`config.mk`:
```
export PLATFORM = sky130hd
export DESIGN_NAME = c_comment_stripper
export DESIGN_NICKNAME = d
export VERILOG_FILES = /design/src/rtl/ccs_pkg.sv /design/src/rtl/c_comment_stripper.sv /design/src/rtl/ccs_step.sv /design/src/rtl/ccs_outq.sv
export SDC_FILE = /design/constraint.sdc
export NUM_CORES = 1
export LEC_CHECK = 0
export BUFFER_PORTS_ARGS = -buffer_cell sky130_fd_sc_hd__buf_4
export CELL_PAD_IN_SITES_DETAIL_PLACEMENT = 1
export CELL_PAD_IN_SITES_GLOBAL_PLACEMENT = 1
export CORE_MARGIN = 2
export CORE_UTILIZATION = 54
export DETAILED_ROUTE_END_ITERATION = 6
export GPL_TIMING_DRIVEN = 0
export PLACE_DENSITY_LB_ADDON = 0.1
export SLEW_MARGIN = 20
export SYNTH_ARGS = -nofsm -noshare
export SYNTH_HDL_FRONTEND = slang
export SYNTH_HIERARCHICAL = 1
export SYNTH_SLANG_ARGS = --single-unit
```
`constraint.sdc`:
```
create_clock -name clk_i -period 5.9 [get_ports clk_i]
set_input_delay 0 -clock clk_i [delete_from_list [all_inputs] [get_ports clk_i]]
set_output_delay 0 -clock clk_i [all_outputs]
set_load 0.05 [all_outputs]
```
`src/rtl/ccs_pkg.sv`:
```
// Shared types and constants for the comment stripper.
`timescale 1ns / 1ps

package ccs_pkg;

  // Characters the scanner reacts to.
  localparam logic [7:0] ChQuote  = 8'h22;
  localparam logic [7:0] ChBslash = 8'h5C;
  localparam logic [7:0] ChNl     = 8'h0A;
  localparam logic [7:0] ChStar   = 8'h2A;
  localparam logic [7:0] ChSlash  = 8'h2F;

  // Output queue sizing: room for two pushes beyond two waiting entries.
  localparam int QDepth = 4;
  localparam int QPtrW  = $clog2(QDepth);
  localparam int QCntW  = $clog2(QDepth + 1);

  // Scanner state.
  typedef struct packed {
    logic ins;    // inside a double-quoted string
    logic esc;    // backslash escape pending in string
    logic line;   // inside a line comment
    logic blk;    // inside a block comment
    logic held;   // a slash waits for the next byte
    logic star;   // previous block-comment byte was a star
  } ccs_state_t;

  // One result item.
  typedef struct packed {
    logic [7:0] data;
    logic       byte_valid;
    logic       eot;
  } ccs_result_t;

  // Results produced by one request: count 0..2 and the items in order.
  typedef struct packed {
    logic [1:0]  n;
    ccs_result_t r0;
    ccs_result_t r1;
  } ccs_push_t;

endpackage

```
`src/rtl/c_comment_stripper.sv`:
```
// Top level of the C/C++ comment stripper.
`timescale 1ns / 1ps

// Streams source text one byte per request and passes it on with C block
// comments and C++ line comments removed. A line comment is dropped up to and
// including its newline; a block comment through its closing star-slash. With
// strings_aware set (reset value 1), double-quoted strings pass untouched,
// backslash escapes included, so comment markers inside them survive; character
// literals get no special handling. A lone slash is held until the next byte
// shows whether a comment starts, and is then released ahead of that byte, so
// one input byte can give two results. On the byte marked last, a held slash is
// flushed and the final result carries end_of_text; if that byte gave nothing,
// a bare marker (byte_valid 0, out_byte 0) is sent. All scanner state then
// resets, so an open comment or string ends with the text.
// Rate: one input byte per cycle while the result queue has room. Each request
// is held in the input register and then written into the four-entry result
// queue, whose head drives the output. The queue only takes
// a request when two entries are free; a two-result byte can therefore cause
// backpressure when the output is draining one per cycle.
// Write strings_aware over the cfg channel only while no text is in flight.
module c_comment_stripper import ccs_pkg::*; (
  input  logic       clk_i,
  input  logic       rst_ni,
  // configuration write
  input  logic       cfg_valid_i,
  output logic       cfg_ready_o,
  input  logic       cfg_strings_aware_i,
  // input text
  input  logic       in_valid_i,
  output logic       in_ready_o,
  input  logic [7:0] in_byte_i,
  input  logic       in_last_i,
  // stripped text
  output logic       out_valid_o,
  input  logic       out_ready_i,
  output logic [7:0] out_byte_o,
  output logic       byte_valid_o,
  output logic       end_of_text_o
);

  logic        strings_aware_q;
  logic        room;
  ccs_push_t   push;
  ccs_result_t head;

  // The register accepts a write in any cycle.
  assign cfg_ready_o = 1'b1;

  always_ff @(posedge clk_i or negedge rst_ni) begin
    if (!rst_ni) begin
      strings_aware_q <= 1'b1;
    end else if (cfg_valid_i) begin
      strings_aware_q <= cfg_strings_aware_i;
    end
  end

  ccs_step u_step (
    .clk_i           (clk_i),
    .rst_ni          (rst_ni),
    .strings_aware_i (strings_aware_q),
    .in_valid_i      (in_valid_i),
    .in_ready_o      (in_ready_o),
    .in_byte_i       (in_byte_i),
    .in_last_i       (in_last_i),
    .room_i          (room),
    .push_o          (push)
  );

  ccs_outq u_outq (
    .clk_i       (clk_i),
    .rst_ni      (rst_ni),
    .push_i      (push),
    .room_o      (room),
    .out_valid_o (out_valid_o),
    .out_ready_i (out_ready_i),
    .out_o       (head)
  );

  assign out_byte_o    = head.data;
  assign byte_valid_o  = head.byte_valid;
  assign end_of_text_o = head.eot;

endmodule

```
`src/rtl/ccs_step.sv`:
```
// Input register, scanner state and per-byte result logic.
`timescale 1ns / 1ps

module ccs_step import ccs_pkg::*; (
  input  logic        clk_i,
  input  logic        rst_ni,
  input  logic        strings_aware_i,
  input  logic        in_valid_i,
  output logic        in_ready_o,
  input  logic [7:0]  in_byte_i,
  input  logic        in_last_i,
  input  logic        room_i,
  output ccs_push_t   push_o
);

  typedef struct packed {
    ccs_state_t st;
    logic       emit;
  } ccs_plain_t;

  // One byte with no slash held.
  function automatic ccs_plain_t plain_byte(ccs_state_t s, logic sa, logic [7:0] c);
    ccs_plain_t p;
    p.st   = s;
    p.emit = 1'b0;
    if (sa && !s.ins && c == ChQuote && !s.line && !s.blk) begin
      p.st.ins = 1'b1;
      p.st.esc = 1'b0;
      p.emit   = 1'b1;
    end else if (sa && s.ins) begin
      if (c == ChQuote && !s.esc) p.st.ins = 1'b0;
      p.st.esc = (c == ChBslash) ? !s.esc : 1'b0;
      p.emit   = 1'b1;
    end else if (s.line) begin
      if (c == ChNl) p.st.line = 1'b0;
    end else if (s.blk) begin
      if (s.star && c == ChSlash) begin
        p.st.blk  = 1'b0;
        p.st.star = 1'b0;
      end else begin
        p.st.star = (c == ChStar);
      end
    end else if (c == ChSlash) begin
      p.st.held = 1'b1;
    end else begin
      p.emit = 1'b1;
    end
    return p;
  endfunction

  logic        s1_valid_q;
  logic [7:0]  s1_byte_q;
  logic        s1_last_q;
  ccs_state_t  st_q, st_d;
  logic        proc;
  ccs_push_t   res;

  assign proc       = s1_valid_q && room_i;
  assign in_ready_o = !s1_valid_q || proc;

  always_ff @(posedge clk_i or negedge rst_ni) begin
    if (!rst_ni) begin
      s1_valid_q <= 1'b0;
      st_q       <= '0;
    end else begin
      if (in_ready_o) s1_valid_q <= in_valid_i;
      if (proc) st_q <= st_d;
    end
  end

  always_ff @(posedge clk_i) begin
    if (in_valid_i && in_ready_o) begin
      s1_byte_q <= in_byte_i;
      s1_last_q <= in_last_i;
    end
  end

  always_comb begin
    ccs_state_t  st;
    ccs_plain_t  p;
    logic        lead;
    logic        pe;
    logic        trail;
    logic        second;
    logic [7:0]  secb;
    st        = st_q;
    st.ins    = st_q.ins && strings_aware_i;
    st.esc    = st_q.esc && strings_aware_i;
    lead      = 1'b0;
    pe        = 1'b0;
    p         = '0;
    if (st.held) begin
      st.held = 1'b0;
      if (s1_byte_q == ChSlash) begin
        st.line = 1'b1;
      end else if (s1_byte_q == ChStar) begin
        st.blk  = 1'b1;
        st.star = 1'b0;
      end else begin
        lead = 1'b1;
        p    = plain_byte(st, strings_aware_i, s1_byte_q);
        st   = p.st;
        pe   = p.emit;
      end
    end else begin
      p  = plain_byte(st, strings_aware_i, s1_byte_q);
      st = p.st;
      pe = p.emit;
    end
    // a plain emit and a newly held slash exclude each other
    trail  = s1_last_q && st.held;
    second = pe || trail;
    secb   = pe ? s1_byte_q : ChSlash;

    res = '0;
    if (lead) begin
      res.r0 = '{data: ChSlash, byte_valid: 1'b1, eot: 1'b0};
      res.r1 = '{data: secb, byte_valid: 1'b1, eot: 1'b0};
      res.n  = second ? 2'd2 : 2'd1;
    end else if (second) begin
      res.r0 = '{data: secb, byte_valid: 1'b1, eot: 1'b0};
      res.n  = 2'd1;
    end else if (s1_last_q) begin
      // bare end marker
      res.r0 = '{data: 8'h00, byte_valid: 1'b0, eot: 1'b0};
      res.n  = 2'd1;
    end
    if (s1_last_q) begin
      if (res.n == 2'd2) res.r1.eot = 1'b1;
      else               res.r0.eot = 1'b1;
    end
    st_d = s1_last_q ? '0 : st;

    push_o   = res;
    push_o.n = proc ? res.n : 2'd0;
  end

`ifndef SYNTHESIS
  // State returns to reset after the final byte of a text.
  a_last_clears: assert property (@(posedge clk_i) disable iff (!rst_ni)
    proc && s1_last_q |=> st_q == '0)
    else $error("state not cleared after last byte");

  // No results are pushed unless the queue has room for two.
  a_push_room: assert property (@(posedge clk_i) disable iff (!rst_ni)
    push_o.n != 2'd0 |-> room_i)
    else $error("push without queue room");

  // The final byte always yields at least one result, ending in the marker flag.
  a_last_result: assert property (@(posedge clk_i) disable iff (!rst_ni)
    proc && s1_last_q |-> push_o.n != 2'd0 &&
      ((push_o.n == 2'd1 && push_o.r0.eot) || (push_o.n == 2'd2 && push_o.r1.eot)))
    else $error("last byte without end-of-text result");
`endif

endmodule

```
`src/rtl/ccs_outq.sv`:
```
// Small result queue taking up to two results a cycle, draining one.
`timescale 1ns / 1ps

module ccs_outq import ccs_pkg::*; (
  input  logic        clk_i,
  input  logic        rst_ni,
  input  ccs_push_t   push_i,
  output logic        room_o,
  output logic        out_valid_o,
  input  logic        out_ready_i,
  output ccs_result_t out_o
);

  ccs_result_t            ent_q [QDepth];
  logic [QPtrW-1:0]       wr_q, rd_q;
  logic [QCntW-1:0]       cnt_q;
  logic                   pop;

  assign out_valid_o = (cnt_q != '0);
  assign pop         = out_valid_o && out_ready_i;
  assign out_o       = ent_q[rd_q];
  assign room_o      = (cnt_q <= QCntW'(QDepth - 2));

  always_ff @(posedge clk_i or negedge rst_ni) begin
    if (!rst_ni) begin
      wr_q  <= '0;
      rd_q  <= '0;
      cnt_q <= '0;
    end else begin
      wr_q  <= wr_q + QPtrW'(push_i.n);
      if (pop) rd_q <= rd_q + QPtrW'(1);
      cnt_q <= cnt_q + QCntW'(push_i.n) - QCntW'(pop);
    end
  end

  always_ff @(posedge clk_i) begin
    if (push_i.n != 2'd0) ent_q[wr_q] <= push_i.r0;
    if (push_i.n == 2'd2) ent_q[wr_q + QPtrW'(1)] <= push_i.r1;
  end

`ifndef SYNTHESIS
  a_cnt_bound: assert property (@(posedge clk_i) disable iff (!rst_ni)
    cnt_q <= QCntW'(QDepth))
    else $error("queue overflow");

  a_ptr_track: assert property (@(posedge clk_i) disable iff (!rst_ni)
    QPtrW'(wr_q - rd_q) == cnt_q[QPtrW-1:0])
    else $error("queue pointers disagree with count");

  a_marker_end: assert property (@(posedge clk_i) disable iff (!rst_ni)
    out_valid_o && !out_o.byte_valid |-> out_o.eot && out_o.data == 8'h00)
    else $error("bare marker without end-of-text");
`endif

endmodule

```
Yosys cells after proc, flatten, opt, wreduce, memory -nomap -nowiden
Memories as Yosys holds them, arrays and structs flattened.
Cells that the tools add are included.
{"block": "totals", "output_inout_bits": 13, "input_bits": 15, "latchBits": 0, "mem_bits_rw": 40, "ff_bits": 24, "wordCells": 118, "mem_count": 1, "mem_bits_ro": 0}
{"block": "op_classes", "n_div": 0, "n_addsub": 5, "magnitude_cmp": 1, "n_reduce_logical": 27, "shifts": 0, "mul": 0, "n_bitwise": 0, "n_mux": 56, "eq_ne": 15}
{"memory": "u_outq.ent_q", "depth": 4, "width": 10, "rd": 1, "rd_ports_with_merged_regs": 0, "wr": 2, "line_no": "ccs_outq.sv:14", "source": "ccs_result_t ent_q [QDepth];"}
{"operator": "two-way mux 1 bit", "n": 36}
{"operator": "equality test 8 x 6 -> 1 bit (second input constant)", "n": 3}
{"operator": "two-way mux 12 bit", "n": 2}
{"operator": "two-way mux 4 bit", "n": 6}
{"operator": "logical AND 1 bit", "n": 13}
{"operator": "two-way mux 6 bit", "n": 2}
{"operator": "two-way mux 11 bit", "n": 1}
{"operator": "two-way mux 10 bit", "n": 1}
{"operator": "two-way mux 2 bit", "n": 5}
{"operator": "AND reduction 10 bit", "n": 1}
{"operator": "equality test 8 x 4 -> 1 bit (second input constant)", "n": 1}
{"operator": "equality test 8 x 7 -> 1 bit (second input constant)", "n": 1}
{"operator": "two-way mux 8 bit", "n": 1}
{"operator": "!= test 4 x 1 -> 1 bit (second input constant)", "n": 2}
{"operator": "!= test 4 x 3 -> 1 bit (second input constant)", "n": 2}
{"operator": "AND reduction 8 bit", "n": 1}
{"operator": "two-way mux 3 bit", "n": 2}
{"operator": "!= test 3 x 1 -> 1 bit (second input constant)", "n": 2}
{"operator": "!= test 3 x 2 -> 1 bit (second input constant)", "n": 2}
{"operator": "AND reduction 6 bit", "n": 1}
{"operator": "nonzero test 3 bit", "n": 2}
{"operator": "logical NOT 1 bit", "n": 5}
{"operator": "adder 2 x 1 -> 2 bit (second input constant)", "n": 2}
{"operator": "equality test 2 bit (second input constant)", "n": 2}
{"operator": "other kinds (7)", "n": 8}

Depth between registers and ports, before layout
Gate-level depths: netlist of run 1.
{"block": "depth", "word_depth": 18, "depth_mapped": 11, "ltp_nobuf": 10}

Hierarchy
Netlist of run 1, hierarchy kept.
{"module": "ccs_outq", "instances": 1, "cells_per_inst": 137, "seq_area_each_um2": 1376.3, "area_each_um2": 2521.2}
{"module": "ccs_step", "instances": 1, "cells_per_inst": 118, "seq_area_each_um2": 445.4, "area_each_um2": 1136.1}
{"module": "c_comment_stripper", "instances": 1, "cells_per_inst": 4, "seq_area_each_um2": 26.3, "area_each_um2": 52.6}

Worst setup path after synthesis of run 1
Ideal clock, no wire load.
{"block": "synth_timing", "kind": "reg-to-reg", "start": "register u_step.s1_byte_q[0]", "end": "memory u_outq/ent_q[0][0] (netlist bit) (enable)", "setup_slack_ps": 2201, "t_required_ps": 5506, "period_less_slack_ps": 3699, "setup_time_ps": 394, "arrival_time_ps": 3305, "path_buffers": 1, "path_stages_with_launch": 9, "cell_sequence": "edfxtp_1 > buf_4 > nor4b_1 > nand3_1 > a21oi_2 > a2111oi_0 > nor3_1 > nor2_1 > o31ai_1"}
{"element": "start, declared", "line_no": "ccs_step.sv:52", "source": "logic [7:0] s1_byte_q;"}
{"element": "start signal, assigned", "line_no": "ccs_step.sv:73", "source": "s1_byte_q <= in_byte_i;"}
{"element": "end, declared", "line_no": "ccs_outq.sv:14"}

==> flow_metrics.py, run 1 <==
metrics = {
    "status": {
        "status": "complete, no violations",
    },
    "grt": {
        "grt_pass1_vias": 2519,
        "grt_overflow": 0,
        "grt_max_degree": 16,
        "track_usage_pct": 24.2,
        "grt_pass1_wl_um": 13600,
        "antenna_found_initial": 0,
    },
    "die": {
        "die_w_um": 86.9,
        "io_pins": 28,
        "core_area_um2": 6720,
        "dieArea_um2": 7550,
        "num_rows": 30,
        "dieHeight_um": 86.9,
        "start_util_pct": 55.2,
    },
    "clocking": {
        "cts.sinks": 64,
        "hold_buffers": 14,
        "cts_root_buf": "clkbuf_8",
        "clk_path_buf_depth": 2,
        "clock_latency_ns": 0.33,
        "clk_pin_slew_ns": 0.07,
        "cts_max_level": 3,
        "tritoncts": "built",
        "cts_buffers": 9,
        "cts_resized": 0,
        "post_cts_buffers": 0,
    },
    "power_and_ir_drop": {
        "power_switching_uw": 728,
        "p_leak_nw": 1.68,
        "comb_power_share_pct": 45.0,
        "clkPwrFrac_pct": 18.7,
        "peakVddDrop_v": 0.000173,
        "power-per-cell-area_nw_per_um2": 437,
        "intPower_mw": 1.17,
        "swShare_pct": 38.4,
        "power_frac_seq_pct": 36.2,
    },
    "placement": {
        "place.gp.congestion": 0.902,
        "dp.cells": 366,
        "portBuffers": 26,
        "hpwl_um": 5900,
    },
    "sta": {
        "finalHoldViolations": 0,
        "finalMaxSlewViolations": 0,
        "maxSlewHeadroom_pct": 25.0,
        "setup-violations-final": 0,
        "worstMarginPinSlew_ns": 1.12,
        "skew_ns": 0.00645,
        "min_period_ns": 4.13,
        "fmax_mhz": 242,
        "min_period_over_period_pct": 69.9,
        "setup-tns-final_ns": 0,
        "rsz0062_at_grt": "no",
        "hold_ws_ns": 0.0590,
    },
    "setup_path": {
        "crit_slowest_cell": "nor2b_1",
        "startpoint": "u_step/s1_byte_q[0]",
        "crit_path_max_fanout": 10,
        "worstPathCellList": "buf_4 > nor4b_1 > nand3_1 > a21oi_2 > a2111oi_0 > nor3_2 > mux2i_1 > nor2b_1",
        "r2r_cells": 8,
        "cp.required_ns": 5.85,
        "cp_num_buf_inv": 1,
        "r2r_start": "u_step/s1_byte_q[0]",
        "end_kind": "register",
        "reg2reg_to": "u_outq/ent_q[3][8]",
        "cp.arrival_ns": 4.08,
        "cp_slowest_stage_delay_ns": 0.89,
        "cp-start-kind": "register",
        "crit_type": "reg -> reg",
        "critical_path.top_delay_family": "simple AND/OR/NAND/NOR gates",
        "r2r_slack_ns": 1.77,
    },
    "logic_synthesis": {
        "post_synth.cell_area_avg_um2": 14.3,
        "ys.flop_type": "edfxtp_1",
        "synth_cell_types": 64,
        "async_flop_share_pct": 23.4,
        "synthTopCellsByArea": "edfxtp_1 40%, mux2_4 12%, dfrtp_1 9.4%",
        "synth_cells": 259,
        "synth-edff-count": 49,
        "ys_warn_count": 6,
        "synth.yosys.seq_area_share_pct": 49.8,
        "synth_area_um2": 3710,
        "synth_top_area_cell": "edfxtp_1",
        "synth_common_cells": "49 x edfxtp_1, 29 x mux2_4, 14 x dfrtp_1",
        "synth_most_common_cell": "edfxtp_1",
        "synth_top_area_share_pct": 39.7,
        "synth.ff_latch_count": 64,
        "synth_nets": 279,
    },
    "drt": {
        "drt_iter0_drc": 93,
        "drc": 0,
        "antenna_left": 0,
        "dr.pass1.iters": 4,
        "routed_wl_um": 8400,
        "vias_per_cell": 5.94,
        "wl_per_cell_um": 21.3,
        "via_count": 2340,
    },
    "final_layout": {
        "drive_gt1_share_pct": 36.3,
        "n_antenna_cell": 0,
        "layout.cells.non_filler": 394,
        "area_growth_syn_to_layout_pct": 16.9,
        "post-route-util_pct": 64.6,
        "nNetsFinal": 331,
    },
    "run": {
        "maxCapViolations": 0,
    },
    "worst_hold_path": {
        "hp-class": "in -> async",
    },
}
power groups by stage:
stage          clock network, mW  registers [mW]  logic (mW)
2_1_floorplan                  0           0.675       0.648
3_3_place_gp                   0           0.691       0.819
3_5_place_dp                   0           0.698       0.854
4_1_cts                    0.362           0.688       0.865
5_1_grt                    0.377           0.699       0.914
6_report                   0.356           0.687       0.854
worst max-delay path by stage:
stage | end | slack (ns) | depth (start not counted)
2_1_floorplan | u_outq/ent_q[0][0] | 2.20 | 8
3_3_place_gp | u_outq/ent_q[0][7] | 0.91 | 8
3_5_place_dp | u_outq/ent_q[3][1] | 1.75 | 8
4_1_cts | u_outq/ent_q[3][8] | 1.74 | 8
5_1_grt | u_outq/ent_q[3][8] | 1.43 | 8
6_report | u_outq/ent_q[3][8] | 1.77 | 8
state kept, by name (all words and copies together) (netlist names):
| signal | flops |
|---|---|
| strings_aware_q | 1 |
| u_step/s1_last_q | 1 |
| u_step/s1_valid_q | 1 |
| u_step/st_q | 6 |
| u_step/s1_byte_q | 8 |
| u_outq/cnt_q | 3 |
| u_outq/rd_q | 2 |
| u_outq/ent_q | 40 |
| u_outq/wr_q | 2 |
metal layers:
| metal | vias up | GRT usage, % | wire length [µm] |
|---|---|---|---|
| li1 | 1099 | - | - |
| met1 | 1192 | 30.4 | 3690 |
| met2 | 37 | 42.1 | 4380 |
| met3 | 12 | 5.12 | 211 |
| met4 | 0 | 6.96 | 121 |
| met5 | - | 0 | 0 |
cells in the final DEF (no fill, tap or decap), drive strengths merged, types with 2 or more instances in the layout:
cell type / netlist / routed
edfxtp: 49 / 49
mux2: 42 / 42
buf: 12 / 39
dlygate4sd3: 0 / 14
dfrtp: 14 / 14
inv: 13 / 13
clkbuf: 2 / 12
nor2: 11 / 11
mux4: 10 / 10
o21a: 10 / 10
nand2: 8 / 8
o21ai: 8 / 8
and2: 8 / 8
xnor2: 5 / 5
nand4: 5 / 5
ha: 4 / 4
a31oi: 4 / 4
nor4b: 4 / 4
a2111oi: 3 / 3
nand2b: 3 / 3
a21oi: 3 / 3
nor3: 3 / 3
clkinv: 0 / 2
xor2: 2 / 2
nor2b: 2 / 2
nor3b: 2 / 2
nand3: 2 / 2
o211a: 2 / 2
and3: 2 / 2
nor4bb: 2 / 2
o31ai: 2 / 2
and4: 2 / 2
or4: 2 / 2
layout make-up:
cell class,count,area (µm²)
plain buffers,14,128
flip-flops and latches,64,1850
fillers,640,2380
repair buffers,41,343
clock buffers,10,128
inverters,13,48.8
clock inverters,4,47.5
well taps,80,100
multi-input cells,168,1700
per-stage QoR:
step / area [µm²] / total power [mW] / setup WS [ns]
after CTS: 4340 / 1.91 / 1.74
after global routing: 4340 / 1.99 / 1.43
after detailed placement: 4020 / 1.55 / 1.75
final: 4340 / 1.90 / 1.77
after floorplan: 3710 / 1.32 / 2.20
after global placement: 4010 / 1.51 / 0.905
kinds of logic (layout without fill, tap and decap cells):
group	Yosys count	after routing	share of synthesized area, %
compound gates	42	42	8.57
xor+xnor	7	7	1.65
mux	53	53	22.0
flops	64	64	49.8
buf+inv	27	82	4.76
fa+ha+maj	5	5	1.89
other cells	1	1	0.101
simple gates	60	60	11.2
Power figures use the tool's default switching activity.
==> run 2, diff against run 1 <==
- CORE_UTILIZATION: 54 -> 50
- clock period: 5.9 -> 3.8 ns (I/O delays scaled with it)
==> flow_metrics.py, run 2 (synthesis results as in run 1) <==
metrics = {
    "status": {
        "status": "complete, no violations",
    },
    "placement": {
        "pre_cts_ws_ns": -0.364,
        "dp.cells": 385,
        "place.gp.congestion": 0.868,
        "hpwl_um": 5950,
        "portBuffers": 26,
    },
    "drt": {
        "routed_wl_um": 8640,
        "dr.pass1.iters": 4,
        "antenna_left": 0,
        "via_count": 2400,
        "drt_iter0_drc": 84,
        "vias_per_cell": 5.71,
        "wl_per_cell_um": 20.6,
        "drc": 0,
    },
    "sta": {
        "fin_ws_ns": 0.315,
        "min_period_ns": 3.49,
        "finalMaxSlewViolations": 0,
        "setup-violations-final": 0,
        "setup-tns-final_ns": 0,
        "skew_ns": 0.00509,
        "finalHoldViolations": 0,
        "rsz0062_at_grt": "no",
        "maxSlewHeadroom_pct": 55.2,
        "min_period_over_period_pct": 91.7,
        "fmax_mhz": 287,
        "worstMarginPinSlew_ns": 0.672,
    },
    "die": {
        "start_util_pct": 51.4,
        "core_area_um2": 7210,
        "die_w_um": 90.1,
        "num_rows": 31,
        "io_pins": 28,
        "dieArea_um2": 8120,
        "dieHeight_um": 90.1,
    },
    "clocking": {
        "cts_root_buf": "clkbuf_8",
        "clk_path_buf_depth": 2,
        "cts.sinks": 64,
        "cts_max_level": 3,
        "cts_buffers": 9,
        "clk_pin_slew_ns": 0.07,
        "clock_latency_ns": 0.35,
        "tritoncts": "built",
    },
    "power_and_ir_drop": {
        "comb_power_share_pct": 44.1,
        "power_switching_mw": 1.16,
        "swShare_pct": 37.3,
        "p_leak_nw": 1.73,
        "intPower_mw": 1.96,
        "power_frac_seq_pct": 34.3,
        "peakVddDrop_v": 0.000288,
        "clkPwrFrac_pct": 21.6,
        "power-per-cell-area_nw_per_um2": 701,
    },
    "final_layout": {
        "layout.cells.non_filler": 420,
        "largest-register": "u_outq/ent_q",
        "mostFrequentLayoutCell": "edfxtp_1",
        "largest_registers": "u_outq/ent_q (40), u_step/s1_byte_q (8), u_step/st_q (6)",
        "mostFrequentLayoutCells": "49 x edfxtp_1, 38 x buf_4, 29 x mux2_4",
        "area_growth_syn_to_layout_pct": 20.2,
        "fill_cells": 739,
        "drive_gt1_share_pct": 38.6,
        "largest_reg_flops": 40,
        "nNetsFinal": 336,
        "seq_area_um2": 1850,
        "n_antenna_cell": 0,
        "multi_input_area_um2": 1710,
    },
    "setup_path": {
        "crit_type": "reg -> reg",
        "r2r_cells": 8,
        "end_kind": "register",
        "r2r_slack_ns": 0.31,
        "crit_path_max_fanout": 12,
        "cp_slowest_stage_delay_ns": 0.58,
        "cp-start-kind": "register",
        "crit_slowest_cell": "a31oi_2",
        "reg2reg_to": "u_outq/ent_q[2][4]",
        "worstPathCellList": "and2_2 > a31oi_2 > o21a_1 > and3_1 > buf_6 > nor4bb_4 > buf_6 > a21o_1",
        "cp.required_ns": 3.79,
        "cp.arrival_ns": 3.47,
        "cp_common_cell": "buf_6",
        "r2r_start": "u_step/s1_byte_q[3]",
    },
    "worst_hold_path": {
        "hp-start": "out_ready_i",
        "worstHoldEndpoint": "u_outq/rd_q[1]",
        "worst_hold_path.num_cells": 3,
        "hp-class": "in -> reg",
    },
    "run": {
        "maxCapViolations": 0,
    },
    "grt": {
        "track_usage_pct": 22.1,
        "grt_overflow": 0,
        "antenna_found_initial": 0,
        "grt_max_degree": 16,
        "grt_pass1_vias": 2574,
        "grt_pass1_wl_um": 13700,
    },
}
## run 2: changes by cell type in the layout (fill, tap and decap cells not counted), sizes merged
| cell | before | now |
|---|---|---|
| dlygate4sd3 | 14 | 13 |
| buf | 39 | 45 |
| clkbuf | 12 | 15 |
| bufinv | 1 | 2 |
| clkinv | 2 | 1 |
| clkinvlp | 1 | 0 |
## run 2: power by group through the flow
stage	clock network (mW)	logic (mW)	registers, mW
floorplan	0	1.01	1.05
global placement	0	1.28	1.07
detailed placement	0	1.33	1.09
CTS	0.691	1.39	1.07
global route	0.709	1.48	1.09
finish	0.675	1.38	1.07
## run 2: routing by layer
layer / track usage (%) / up-vias / wire [µm] / share of wire, %
met4: 9.36 / 0 / 183 / 2.1
met2: 38.6 / 45 / 4440 / 51
met3: 3.27 / 15 / 241 / 2.8
li1: - / 1105 / - / -
met5: 0 / - / 0 / 0
met1: 27.5 / 1235 / 3770 / 44
## run 2: worst max-delay path: cells and delay by family, from the launching register on
kind	cells	cell delay, ns
buffers and inverters	2	0.37
DFF	1	0.51
AOI/OAI and AO/OA	3	1.40
and+or+nand+nor	3	0.84
## run 2: worst max path at each step
stage                        start                 end  slack [ns]
2_1_floorplan  u_step/s1_byte_q[0]  u_outq/ent_q[0][0]        0.10
3_3_place_gp   u_step/s1_byte_q[0]  u_outq/ent_q[0][7]       -1.23
3_5_place_dp   u_step/s1_byte_q[0]  u_outq/ent_q[3][2]       -0.36
4_1_cts        u_step/s1_byte_q[7]  u_outq/ent_q[2][4]        0.13
5_1_grt        u_step/s1_byte_q[0]  u_outq/ent_q[0][6]        0.14
6_report       u_step/s1_byte_q[3]  u_outq/ent_q[2][4]        0.31
## run 2: per-stage QoR
| stage | util, % | area [µm²] | power [mW] | hold WS [ns] |
|---|---|---|---|---|
| CTS | 61.5 | 4440 | 3.15 | 0.00490 |
| global placement | 55.8 | 4030 | 2.35 | -0.129 |
| global route | 61.8 | 4460 | 3.28 | 0.0423 |
| floorplan | - | 3710 | 2.05 | -0.296 |
| detailed placement | 56.1 | 4050 | 2.42 | -0.125 |
| finish | 61.8 | 4460 | 3.13 | 0.00650 |
## run 2: layout make-up
| type | instances | share of cell area (%) |
|---|---|---|
| Clock inverter | 3 | 1.46 |
| Timing Repair Buffer | 46 | 8.48 |
| Buffer | 14 | 2.86 |
| Sequential cell | 64 | 41.5 |
| Inverter | 13 | 1.09 |
| Tap cell | 99 | 2.78 |
| Clock buffer | 13 | 3.56 |
| Multi-Input combinational cell | 168 | 38.3 |
## run 2: what timing repair did
item                                    4_1_cts  5_1_grt
hold endpoints to repair                     26        0
buffers inserted                              4        2
pin swaps                                     1        2
hold buffers                                 13        0
endpoints found under the setup margin       37       49
resized for setup                             3        1
==> run 3, diff against run 2 <==
- CELL_PAD_IN_SITES_DETAIL_PLACEMENT: 1 -> not set
- CELL_PAD_IN_SITES_GLOBAL_PLACEMENT: 1 -> not set
- CORE_UTILIZATION: 50 -> 57
- PLACE_DENSITY: not set -> 0.76
- PLACE_DENSITY_LB_ADDON: 0.1 -> not set
==> flow_metrics.py, run 3 (synthesis results as in run 1) <==
metrics = {
    "status": {
        "status": "complete, no violations",
    },
    "final_layout": {
        "layout.cells.non_filler": 397,
        "drive_gt1_share_pct": 38.1,
        "area_growth_syn_to_layout_pct": 17.6,
        "n_antenna_cell": 0,
        "largest_registers": "u_outq/ent_q (40), u_step/s1_byte_q (8), u_step/st_q (6)",
        "largest-register": "u_outq/ent_q",
        "mostFrequentLayoutCell": "edfxtp_1",
        "nNetsFinal": 335,
        "largest_reg_flops": 40,
        "mostFrequentLayoutCells": "49 x edfxtp_1, 36 x buf_4, 29 x mux2_4",
    },
    "grt": {
        "grt_overflow": 0,
        "grt_max_degree": 16,
        "grt_pass1_vias": 2392,
        "track_usage_pct": 22.0,
        "grt_pass1_wl_um": 12000,
        "antenna_found_initial": 0,
    },
    "placement": {
        "place.gp.congestion": 0.861,
        "pre_cts_ws_ns": -0.238,
        "hpwl_um": 4990,
        "dp.cells": 363,
        "portBuffers": 26,
    },
    "clocking": {
        "tritoncts": "built",
        "cts_buffers": 9,
        "clk_path_buf_depth": 2,
        "cts_max_level": 3,
        "clk_pin_slew_ns": 0.07,
        "clock_latency_ns": 0.33,
        "cts.sinks": 64,
        "cts_root_buf": "clkbuf_8",
    },
    "sta": {
        "skew_ns": 0.00599,
        "finalHoldViolations": 0,
        "finalMaxSlewViolations": 0,
        "fmax_mhz": 282,
        "maxSlewHeadroom_pct": 56.2,
        "rsz0062_at_grt": "no",
        "hold_ws_ns": 0.0664,
        "setup-violations-final": 0,
        "setup-tns-final_ns": 0,
        "fin_ws_ns": 0.253,
        "min_period_ns": 3.55,
        "worstMarginPinSlew_ns": 0.647,
        "min_period_over_period_pct": 93.3,
    },
    "setup_path": {
        "reg2reg_to": "u_outq/ent_q[1][1]",
        "cp.required_ns": 3.88,
        "r2r_start": "u_step/s1_byte_q[7]",
        "worstPathCellList": "nor4b_4 > a31oi_2 > a2111oi_1 > nor3_2 > buf_4 > buf_4 > nor4b_2 > buf_4 > mux2_1",
        "r2r_slack_ns": 0.25,
        "r2r_cells": 9,
        "cp-start-kind": "register",
        "cp_slowest_stage_delay_ns": 0.55,
        "crit_path_max_fanout": 12,
        "cp_num_buf_inv": 3,
        "crit_type": "reg -> reg",
        "cp.arrival_ns": 3.62,
        "critical_path.top_delay_family": "compound AO/OA/AOI/OAI gates",
        "cp_common_cell": "buf_4",
        "end_kind": "register",
        "crit_slowest_cell": "nor4b_4",
    },
    "power_and_ir_drop": {
        "peakVddDrop_v": 0.000492,
        "p_leak_nw": 1.68,
        "power-per-cell-area_nw_per_um2": 667,
    },
    "die": {
        "dieHeight_um": 84.7,
        "start_util_pct": 58.8,
        "num_rows": 29,
        "io_pins": 28,
        "die_w_um": 84.7,
        "core_area_um2": 6310,
        "dieArea_um2": 7170,
    },
    "drt": {
        "drc": 0,
        "antenna_left": 0,
        "wl_per_cell_um": 18.4,
        "vias_per_cell": 5.95,
        "routed_wl_um": 7320,
        "drt_iter0_drc": 184,
        "dr.pass1.iters": 5,
        "via_count": 2361,
    },
    "run": {
        "maxCapViolations": 0,
    },
    "worst_hold_path": {
        "hp-class": "in -> async",
    },
}
==> run 3: per-layer routing <==
| layer | track usage [%] | vias up | part of all wire, % |
|---|---|---|---|
| met1 | 28.9 | 1139 | 44 |
| met4 | 9.81 | 0 | 1.6 |
| met2 | 36.1 | 95 | 49 |
| met3 | 3.64 | 15 | 5.6 |
| met5 | 0 | - | 0 |
| li1 | - | 1112 | - |
==> run 3: worst max path at each step <==
stage,startpoint,end,cells past startpoint
floorplan,u_step/s1_byte_q[0],u_outq/ent_q[0][0],8
global placement,u_step/s1_byte_q[0],u_outq/ent_q[0][7],8
detailed placement,u_step/s1_byte_q[0],u_outq/ent_q[3][7],8
CTS,u_step/s1_byte_q[0],u_outq/ent_q[0][1],9
global route,u_step/s1_byte_q[0],u_outq/cnt_q[2],12
finish,u_step/s1_byte_q[7],u_outq/ent_q[1][1],9
==> run 3: final cells by class <==
cell class	instances	area, µm²
fill	442	1950
multi-input combinational	168	1700
clock buffer	11	131
buffer	14	128
inverter	13	48.8
tap	77	96.3
sequential	64	1850
timing repair buffer	45	373
clock inverter	5	33.8
==> run 3: through the flow <==
stage / power [mW] / utilization [%] / area [µm²]
5_1_grt: 3.07 / 69.1 / 4360
6_report: 2.91 / 69.1 / 4360
2_1_floorplan: 2.05 / - / 3710
4_1_cts: 2.89 / 68.6 / 4330
3_3_place_gp: 2.33 / 63.4 / 4000
3_5_place_dp: 2.38 / 63.7 / 4020
==> run 3: power breakdown <==
part	total, mW	internal [mW]	switching (mW)
Sequential	1.06	0.969	0.0933
Combinational	1.35	0.587	0.767
Clock	0.494	0.236	0.259
Total	2.91	1.79	1.12
==> run 3: worst register-to-register path: stages (launching register included) <==
cell and delay (ns):
edfxtp_1 0.50, nor4b_4 0.55, a31oi_2 0.40, a2111oi_1 0.54
nor3_2 0.17, buf_4 0.18, buf_4 0.13, nor4b_2 0.20
buf_4 0.24, mux2_1 0.37
==> run 3: timing repair <==
action,in CTS,in global routing
setup endpoints to repair,20,53
endpoints found under the hold margin,27,0
pin swaps,0,1
setup buffers,0,4
gates resized for setup,2,2
hold buffers,14,0
